==> src/crc32rc_pkg.sv <==
package crc32rc_pkg;

    // size of the storage region that holds one record
    localparam int unsigned REGION_BYTES = 4096;
    // header and crc take sixteen bytes of the region
    localparam logic [31:0] MAX_PAYLOAD  = 32'(REGION_BYTES - 16);

    localparam int unsigned POS_W  = 13;
    localparam int unsigned SIZE_W = 12;
    localparam logic [POS_W-1:0] HDR_BYTES = POS_W'(12);

    localparam logic [31:0] CRC_POLY      = 32'hEDB8_8320;
    localparam logic [31:0] ALL_ONES      = 32'hFFFF_FFFF;
    // default magic of the parameter record ("BPAP" little-endian)
    localparam logic [31:0] DEFAULT_MAGIC = 32'h5041_5042;

    // configuration register indexes
    typedef enum logic [2:0] {
        REG_MAGIC        = 3'd0,
        REG_VERSION      = 3'd1,
        REG_SIZE_BOUND   = 3'd2,
        REG_EXACT_SIZE   = 3'd3,
        REG_OUT_CAPACITY = 3'd4
    } reg_index_t;

    // closing status codes
    typedef enum logic [1:0] {
        ST_OK        = 2'd0,
        ST_NOT_FOUND = 2'd1,
        ST_CORRUPT   = 2'd2,
        ST_TOO_LARGE = 2'd3
    } status_t;

    typedef struct packed {
        logic [31:0]       magic;
        logic [31:0]       version;
        logic [SIZE_W-1:0] size_bound;
        logic              exact_size;
        logic [SIZE_W-1:0] out_capacity;
    } cfg_t;

    typedef struct packed {
        logic [7:0]        out_byte;
        logic              is_payload;
        logic              is_status;
        status_t           status;
        logic [SIZE_W-1:0] payload_length;
    } result_t;

    // reflected crc-32, one byte, eight bit steps unrolled
    function automatic logic [31:0] crc32_byte(input logic [31:0] crc_in,
                                               input logic [7:0]  data_in);
        logic [31:0] c;
        c = crc_in ^ {24'd0, data_in};
        for (int i = 0; i < 8; i++) begin
            c = (c >> 1) ^ (c[0] ? CRC_POLY : 32'd0);
        end
        return c;
    endfunction

endpackage

==> src/crc32rc_frame.sv <==
module crc32rc_frame (
    input  logic                   clk,
    input  logic                   rst_n,
    input  logic                   in_valid,
    output logic                   in_ready,
    input  logic [7:0]             data_byte,
    input  logic                   record_start,
    input  crc32rc_pkg::cfg_t      cfg,
    input  logic                   out_free,
    output logic                   res_valid,
    output crc32rc_pkg::result_t   res
);

    localparam int unsigned POS_W  = crc32rc_pkg::POS_W;
    localparam int unsigned SIZE_W = crc32rc_pkg::SIZE_W;

    // input register
    logic        s1_valid_reg;
    logic        s1_valid_next;
    logic [7:0]  data_reg;
    logic        start_reg;

    // record state
    logic [POS_W-1:0]  pos_reg;
    logic [POS_W-1:0]  pos_next;
    logic [31:0]       crc_reg;
    logic [31:0]       crc_next;
    logic [23:0]       lo_reg;
    logic [23:0]       lo_next;
    logic [SIZE_W-1:0] size_reg;
    logic [SIZE_W-1:0] size_next;
    logic              done_reg;
    logic              done_next;

    logic              consume;
    logic              active;
    logic [POS_W-1:0]  pos_cur;
    logic [31:0]       crc_cur;
    logic [31:0]       crc_upd;
    logic [31:0]       word_full;
    logic [POS_W-1:0]  payload_end;
    logic [1:0]        sel;
    logic [23:0]       lo_upd;
    logic              passes;
    logic              size_bad;
    logic              fire;
    crc32rc_pkg::result_t res_c;

    assign consume  = s1_valid_reg && out_free;
    assign in_ready = !s1_valid_reg || out_free;

    // a start restarts the record with this word
    assign active      = start_reg || !done_reg;
    assign pos_cur     = start_reg ? '0 : pos_reg;
    assign crc_cur     = start_reg ? crc32rc_pkg::ALL_ONES : crc_reg;
    assign crc_upd     = crc32rc_pkg::crc32_byte(crc_cur, data_reg);
    assign word_full   = {data_reg, lo_reg};
    assign payload_end = crc32rc_pkg::HDR_BYTES + POS_W'(size_reg);
    assign passes      = cfg.exact_size || (size_reg <= cfg.out_capacity);

    // byte lane within the current little-endian word
    always_comb
    begin
        if (pos_cur < crc32rc_pkg::HDR_BYTES)
        begin
            sel = pos_cur[1:0];
        end
        else
        begin
            sel = pos_cur[1:0] - payload_end[1:0];
        end
        lo_upd = lo_reg;
        case (sel)
            2'd0:    lo_upd = {16'd0, data_reg};
            2'd1:    lo_upd[15:8] = data_reg;
            2'd2:    lo_upd[23:16] = data_reg;
            default: lo_upd = lo_reg;
        endcase
    end

    // size check against limit and region
    always_comb
    begin
        if (cfg.exact_size)
        begin
            size_bad = (word_full != {20'd0, cfg.size_bound}) ||
                       (word_full > crc32rc_pkg::MAX_PAYLOAD);
        end
        else
        begin
            size_bad = (word_full > {20'd0, cfg.size_bound}) ||
                       (word_full > crc32rc_pkg::MAX_PAYLOAD);
        end
    end

    // record parser
    always_comb
    begin
        pos_next  = pos_reg;
        crc_next  = crc_reg;
        lo_next   = lo_reg;
        size_next = size_reg;
        done_next = done_reg;
        fire      = 1'b0;
        res_c     = '0;
        if (active)
        begin
            done_next = 1'b0;
            pos_next  = pos_cur + POS_W'(1);
            lo_next   = lo_upd;
            if (pos_cur < crc32rc_pkg::HDR_BYTES)
            begin
                crc_next = crc_upd;
                if (pos_cur == POS_W'(3))
                begin
                    if (word_full == crc32rc_pkg::ALL_ONES)
                    begin
                        fire         = 1'b1;
                        res_c.status = crc32rc_pkg::ST_NOT_FOUND;
                    end
                    else if (word_full != cfg.magic)
                    begin
                        fire         = 1'b1;
                        res_c.status = crc32rc_pkg::ST_CORRUPT;
                    end
                end
                else if (pos_cur == POS_W'(7))
                begin
                    if (word_full != cfg.version)
                    begin
                        fire         = 1'b1;
                        res_c.status = crc32rc_pkg::ST_CORRUPT;
                    end
                end
                else if (pos_cur == POS_W'(11))
                begin
                    size_next = word_full[SIZE_W-1:0];
                    if (size_bad)
                    begin
                        fire         = 1'b1;
                        res_c.status = crc32rc_pkg::ST_CORRUPT;
                    end
                end
            end
            else if (pos_cur < payload_end)
            begin
                // payload word, passed on in exact-size mode or when the size is within capacity
                crc_next = crc_upd;
                if (passes)
                begin
                    fire             = 1'b1;
                    res_c.out_byte   = data_reg;
                    res_c.is_payload = 1'b1;
                end
            end
            else if (sel == 2'd3)
            begin
                // last crc word closes the record
                fire = 1'b1;
                if ((crc_cur ^ crc32rc_pkg::ALL_ONES) != word_full)
                begin
                    res_c.status = crc32rc_pkg::ST_CORRUPT;
                end
                else if (!passes)
                begin
                    res_c.status = crc32rc_pkg::ST_TOO_LARGE;
                end
                else
                begin
                    res_c.status         = crc32rc_pkg::ST_OK;
                    res_c.payload_length = size_reg;
                end
            end
            if (fire && !res_c.is_payload)
            begin
                res_c.is_status = 1'b1;
                done_next       = 1'b1;
            end
        end
    end

    // input stage handshake
    always_comb
    begin
        s1_valid_next = s1_valid_reg;
        if (in_valid && in_ready)
        begin
            s1_valid_next = 1'b1;
        end
        else if (consume)
        begin
            s1_valid_next = 1'b0;
        end
    end

    // control registers
    always_ff @(posedge clk or negedge rst_n)
    begin
        if (!rst_n)
        begin
            s1_valid_reg <= 1'b0;
            pos_reg      <= '0;
            crc_reg      <= crc32rc_pkg::ALL_ONES;
            size_reg     <= '0;
            done_reg     <= 1'b1;
        end
        else
        begin
            s1_valid_reg <= s1_valid_next;
            if (consume)
            begin
                pos_reg  <= pos_next;
                crc_reg  <= crc_next;
                size_reg <= size_next;
                done_reg <= done_next;
            end
        end
    end

    // payload registers
    always_ff @(posedge clk)
    begin
        if (in_valid && in_ready)
        begin
            data_reg  <= data_byte;
            start_reg <= record_start;
        end
        if (consume)
        begin
            lo_reg <= lo_next;
        end
    end

    assign res_valid = s1_valid_reg && fire;
    assign res       = res_c;

endmodule

==> config.mk <==
export PLATFORM = sky130hd
export DESIGN_NAME = crc32rc_frame
export DESIGN_NICKNAME = d
export VERILOG_FILES = /design/src/crc32rc_pkg.sv /design/src/crc32rc_frame.sv
export SDC_FILE = /design/constraint.sdc
export NUM_CORES = 1
export LEC_CHECK = 0
export BUFFER_PORTS_ARGS = -buffer_cell sky130_fd_sc_hd__clkbuf_2
export CAP_MARGIN = 20
export CORE_AREA = 5 5 122 124
export CTS_BUF_LIST = sky130_fd_sc_hd__clkbuf_16
export DETAILED_ROUTE_END_ITERATION = 8
export DIE_AREA = 0 0 127 129
export GPL_TIMING_DRIVEN = 0
export PLACE_DENSITY_LB_ADDON = 0.08
export SYNTH_ARGS = -nofsm -noshare
export SYNTH_HDL_FRONTEND = slang
export SYNTH_SLANG_ARGS = --single-unit
==> constraint.sdc <==
create_clock -name clk -period 5 [get_ports clk]
set_input_delay 1 -clock clk [delete_from_list [all_inputs] [get_ports clk]]
set_output_delay 1 -clock clk [all_outputs]
set_load 0.1 [all_outputs]
======== Yosys cells after proc, flatten, opt, wreduce, memory -nomap -nowiden ========
Cells that the tools add are included.
storage, ports and cells
  bits in registers ....................... 92
  word-level logic and storage cells ...... 116
  input bits .............................. 102
  output and inout bits ................... 26
operators by class
  equality and inequality tests ........... 11
  bitwise logic cells ..................... 12
  $lt $le $gt $ge ......................... 5
  mux-type cells .......................... 52
  $add $sub $neg .......................... 3
  reductions and logical operators ........ 23
operator list
  cell                                                                           count
  32-bit two-way mux                                                             11
  31-bit by 32-bit bitwise XOR with 32-bit output                                8
  32-bit != test                                                                 3
  12-bit two-way mux                                                             3
  9-bit two-way mux                                                              4
  32-bit == test, second input constant                                          1
  32-bit by 12-bit > comparator with 1-bit output                                1
  32-bit by 12-bit > comparator with 1-bit output, second input constant         1
  32-bit by 12-bit != test with 1-bit output                                     1
  32-bit NOT                                                                     1
  8-bit one-hot mux with 2 select lines                                          2
  32-bit by 8-bit bitwise XOR with 32-bit output                                 1
  14-bit two-way mux                                                             2
  24-bit two-way mux                                                             1
  2-bit two-way mux                                                              11
  1-bit two-way mux                                                              17
  13-bit by 1-bit adder with 13-bit output, second input constant                1
  4-bit by 12-bit adder with 13-bit output, first input constant                 1
  13-bit by 2-bit == test with 1-bit output, second input constant               1
  13-bit by 3-bit == test with 1-bit output, second input constant               1
  13-bit by 4-bit == test with 1-bit output, second input constant               1
  13-bit less-than comparator                                                    1
  13-bit by 4-bit less-than comparator with 1-bit output, second input constant  1
  13-bit two-way mux                                                             1
  13 further kinds                                                               30

======== Longest topological paths before layout ========
  depth in word-level cells ............... 20
  gate-level depth with buffers ........... 15
  depth with buffers taken out ............ 12

======== Worst setup path after synthesis ========
OpenSTA, ideal clock, no wires.
  kind .................................... reg2out
  start ................................... register start_reg
  end ..................................... output port res[16] (netlist bit)
  cell stages (with the launch flop) ...... 15
  path slack .............................. -1941 ps
  data required time ...................... 4000 ps
  path buffers ............................ 6
  arrival ................................. 5941 ps
  cells stage by stage .................... edfxtp_1 buf_2 buf_6 clkbuf_1 clkbuf_1 buf_1 clkbuf_1 nor2b_1 ha_1 a21oi_1 nor2_1 a211oi_1 o21ai_1 nor3_1 and2_1
RTL lines
  what                    RTL line              source
  start, declared         crc32rc_frame.sv:21   logic start_reg;
  start signal, assigned  crc32rc_frame.sv:226  start_reg <= record_start;
  end, declared           crc32rc_frame.sv:11   output crc32rc_pkg::result_t res

======== Worst setup path in the final report ========
  start ................................... register data_reg[1]
  end ..................................... output port res_valid
on the way
  longest elaborated chain between the ends .. 11
  elaborated cells on any way between the ends .. 20
  classes of those cells .................. order compare: 2; eq/ne: 4; mux: 11; reduce/logical: 3
RTL lines
  what                                                                           RTL line                                  source
  start, declared                                                                crc32rc_frame.sv:20                       logic [7:0] data_reg;
  start signal, assigned                                                         crc32rc_frame.sv:225                      data_reg <= data_byte;
  32-bit by 12-bit > comparator with 1-bit output, or another cell as far along  crc32rc_frame.sv:91                       size_bad = (word_full > {20'd0, cfg.size_bound}) ||
  1-bit logical OR (on tied branches)                                            crc32rc_frame.sv:91, crc32rc_frame.sv:86
  1-bit two-way mux                                                              crc32rc_frame.sv:84                       if (cfg.exact_size)
  1-bit two-way mux                                                              crc32rc_frame.sv:138                      if (size_bad)
  1-bit two-way mux                                                              crc32rc_frame.sv:135                      else if (pos_cur == POS_W'(11))
  1-bit two-way mux                                                              crc32rc_frame.sv:127                      else if (pos_cur == POS_W'(7))
  1-bit two-way mux (*)                                                          crc32rc_frame.sv:114                      if (pos_cur == POS_W'(3))
  1-bit two-way mux (*)                                                          crc32rc_frame.sv:111                      if (pos_cur < crc32rc_pkg::HDR_BYTES)
  1-bit two-way mux (*) (2 in a row)                                             crc32rc_frame.sv:106                      if (active)
  1-bit logical AND (*)                                                          crc32rc_frame.sv:234                      assign res_valid = s1_valid_reg && fire;
  end, declared                                                                  crc32rc_frame.sv:10                       output logic res_valid,
Mark *: on every way between the ends. The rest lies on a longest branch, timed or not. The select of a mux whose other input is x is not followed.

==> results.sh <==
export IMPL_outcome="complete, no violations"
export IMPL_postSynthCellCount=841
export IMPL_rsz0062_at_grt="no"
export IMPL_worst_slack_ps=223
export IMPL_grt_pass1_wl_mm=36.6
export IMPL_slowest_delay_ps=830
export IMPL_synth_fp_nets=982
export IMPL_grt_max_degree=60
export IMPL_critPathArrivalTime_ps=3780
export IMPL_ys_seq_area_share_pct=32.5
export IMPL_crit_slowest_cell="clkbuf_1"
export IMPL_cts_tree="done"
export IMPL_port_buffers=127
export IMPL_fin_crit_sh_pct=95.5
export IMPL_critPathRequiredTime_ps=4000
export IMPL_ir_worst_vdd_mv=0.425
export IMPL_synthSimpleGateAreaFrac_pct=19.5
export IMPL_grt_pass1_vias=6608
export IMPL_hpwl_mm=18.1
export IMPL_synth_compound_area_share_pct=9.38
export IMPL_ant_nets=0
export IMPL_insertion_delay_ps=360
export IMPL_met3_usage_pct=5.27
export IMPL_wl_per_cell_um=20.4
export IMPL_synth_edf_count=33
export IMPL_routed_wl_mm=23.8
export IMPL_die_h_um=129
export IMPL_syn_avg_cell_area_um2=9.17
export IMPL_synth_xor_area_share_pct=20.2
export IMPL_cts_htree_levels=3
export IMPL_crit_top_cell="nand4_1"
export IMPL_via_count=6910
export IMPL_core_um2=13700
export IMPL_hold_path_class="reg2reg"
export IMPL_ys_warnings_count=0
export IMPL_setup_viol=0
export IMPL_ys_seq_elements=92
export IMPL_die_w_um=127
export IMPL_synthArstFlopShare_pct=64.1
export IMPL_final_area_um2=9020
export IMPL_clk_pin_slew_ps=70
export IMPL_crit_type="reg2out"
export IMPL_drv_cap=0
export IMPL_drive_gt1_share_pct=26.0
export IMPL_antenna_found_initial=0
export IMPL_nFillCells=1182
export IMPL_yosys_area_share_adder_pct=6.33
export IMPL_period_minus_slack_ps=4780
export IMPL_pre_cts_slack_ps=-832
export IMPL_worstMarginPinSlew_ps=1050
export IMPL_leakage_nw=3.78
export IMPL_critPathMaxFanout=10
export IMPL_synth_top_area_share_pct=13.9
export IMPL_gp_congestion=0.939
export IMPL_relSlewSlack_pct=30.1
export IMPL_grt_util_all_layers_pct=29.3
export IMPL_power_density_nw_per_um2=426
export IMPL_root_buffer="clkbuf_16"
export IMPL_fin_worst_skew_ps=10.2
export IMPL_busiest_layer="met2"
export IMPL_drc_errors=0
export IMPL_nets=1122
export IMPL_hold_violations=0
export IMPL_ctsHoldBuffers=0
export IMPL_diodes=0
export IMPL_synth_area_leaders="xnor2_1 (14%), edfxtp_1 (13%), dfstp_2 (11%)"
export IMPL_cp_end_kind="output pin"
export IMPL_cts_buffers_inserted=9
export IMPL_startpoint_type="flip-flop"
export IMPL_muxShareOfSynthArea_pct=6.21
export IMPL_syn_to_final_growth_pct=17.0
export IMPL_cts_sink_count=92
export IMPL_synth_cell_area_um2=7710
export IMPL_drt_iter0_markers=645
export IMPL_avgViaCountPerCell=5.93
export IMPL_grt_ovfl_total=0
export IMPL_crit_chain="clkbuf_1 > xnor2_1 > nand4_1 > nor4_1 > nand4_1 > o311ai_2 > nor3_1 > a41o_1 > clkbuf_4"
export IMPL_synth_top_flop_cell="edfxtp_1"
export IMPL_grtUsageMet2_pct=48.5
export IMPL_fmax_ghz=0.209
export IMPL_row_count=43
export IMPL_largest_reg_flops=32
export IMPL_yosysMostFrequentCell="xnor2_1"
export IMPL_place_area_um2=8630
export IMPL_dieArea_um2=16400
export IMPL_yosys_area_top_type="xnor2_1"
export IMPL_clock_path_buffers=2
export IMPL_yosys_top_cells_count="xnor2_1 (122), nor2_1 (54), xor2_1 (50), inv_1 (46), nand2_1 (46)"
export IMPL_power_w=0.00384
export IMPL_use_met1_pct=38.4
export IMPL_initial_core_util_pct=56.4
export IMPL_synth_top_family_by_area="XOR/XNOR gates"
export IMPL_slew_viol_final=0
export IMPL_ys_types=60
export IMPL_drt_pass1_iter_count=5
export IMPL_ios=128
[cells in the final DEF, fill, tap and decap left out, types with 13 or more instances in the layout]
cell | Yosys | layout
xnor2_1 | 122 | 122
clkbuf_2 | 2 | 104
nor2_1 | 54 | 54
xor2_1 | 50 | 50
nand2_1 | 46 | 46
inv_1 | 46 | 45
ha_1 | 39 | 39
nand4_1 | 38 | 38
a21oi_1 | 36 | 36
dfstp_2 | 33 | 33
edfxtp_1 | 33 | 33
mux2_2 | 31 | 31
clkbuf_1 | 35 | 30
clkbuf_4 | 0 | 27
nor2b_1 | 27 | 26
dfrtp_1 | 26 | 26
o21ai_0 | 24 | 23
nand3_1 | 16 | 16
nor4_1 | 15 | 15
and3_1 | 14 | 14
nor3_1 | 14 | 13
a31oi_1 | 13 | 13
mux2i_1 | 13 | 13
[logic make-up (layout without fill, tap and decap cells)]
kind of cell	after synthesis	count (layout)
AO/OA/AOI/OAI	113	113
buffers and inverters	106	251
AND/OR/NAND/NOR	272	272
flip-flops	92	92
XOR/XNOR	175	175
multiplexers	44	44
adder cells (fa/ha/maj)	39	39
[through the flow]
step	std cells	setup TNS, ps	util (%)	hold slack (ps)
floorplan	841	-1090	-	421
global placement	1148	-16720	63.1	425
detailed placement	1150	-18650	63.2	441
CTS	1166	-296	65.7	456
global route	1166	0	66.0	469
finish	1166	0	66.0	456
[area by class of cell]
class / instances / area (µm²) / share of cell area (%)
clock inverters: 7 / 43.8 / 0.485
flip-flops and latches: 92 / 2510 / 27.8
clock buffers: 9 / 225 / 2.50
repair buffers: 132 / 733 / 8.13
well taps: 180 / 225 / 2.50
multi-input cells: 643 / 4830 / 53.6
inverters: 46 / 176 / 1.96
plain buffers: 57 / 278 / 3.08
[path summary, 6_finish.rpt]
path	from	to	slack, ps	cells past startpoint
setup / recovery	data_reg[1]$_DFFE_PP_	res_valid	220	9
hold / removal	data_reg[5]$_DFFE_PP_	lo_reg[5]$_DFFE_PP_	460	0
setup reg to reg	start_reg$_DFFE_PP_	crc_reg[18]$_DFFE_PN1P_	1380	14
hold reg to reg	data_reg[5]$_DFFE_PP_	lo_reg[5]$_DFFE_PP_	460	0
max in group asynchronous	rst_n	size_reg[8]$_DFFE_PN0P_	3670	1
min in group asynchronous	rst_n	s1_valid_reg$_DFFE_PN0P_	780	1
[power by group]
part           internal [W]  switching [W]
Sequential          0.00108       0.000229
Combinational      0.000884        0.00100
Clock              0.000333       0.000312
Total               0.00230        0.00154
[metal layers]
metal | routed length, µm | share of wire, %
met1 | 9760 | 41
met2 | 11400 | 48
met3 | 1930 | 8.1
met4 | 716 | 3.0
met5 | 0 | 0
[worst max-delay path: cells and delay by family, from the launching register on]
family | cells | cell delay (ps)
AOI/OAI and AO/OA | 2 | 410
xor gates and xnor gates | 1 | 190
buffers and inverters | 2 | 1110
DFF | 1 | 550
and+or+nand+nor | 4 | 1160
[timing repair]
action	in CTS	in global routing
setup buffers	2	1
endpoints found under the setup margin	25	25
gates resized for setup	28	11
pin swaps	1	1
(Power assumes the default switching activity.)
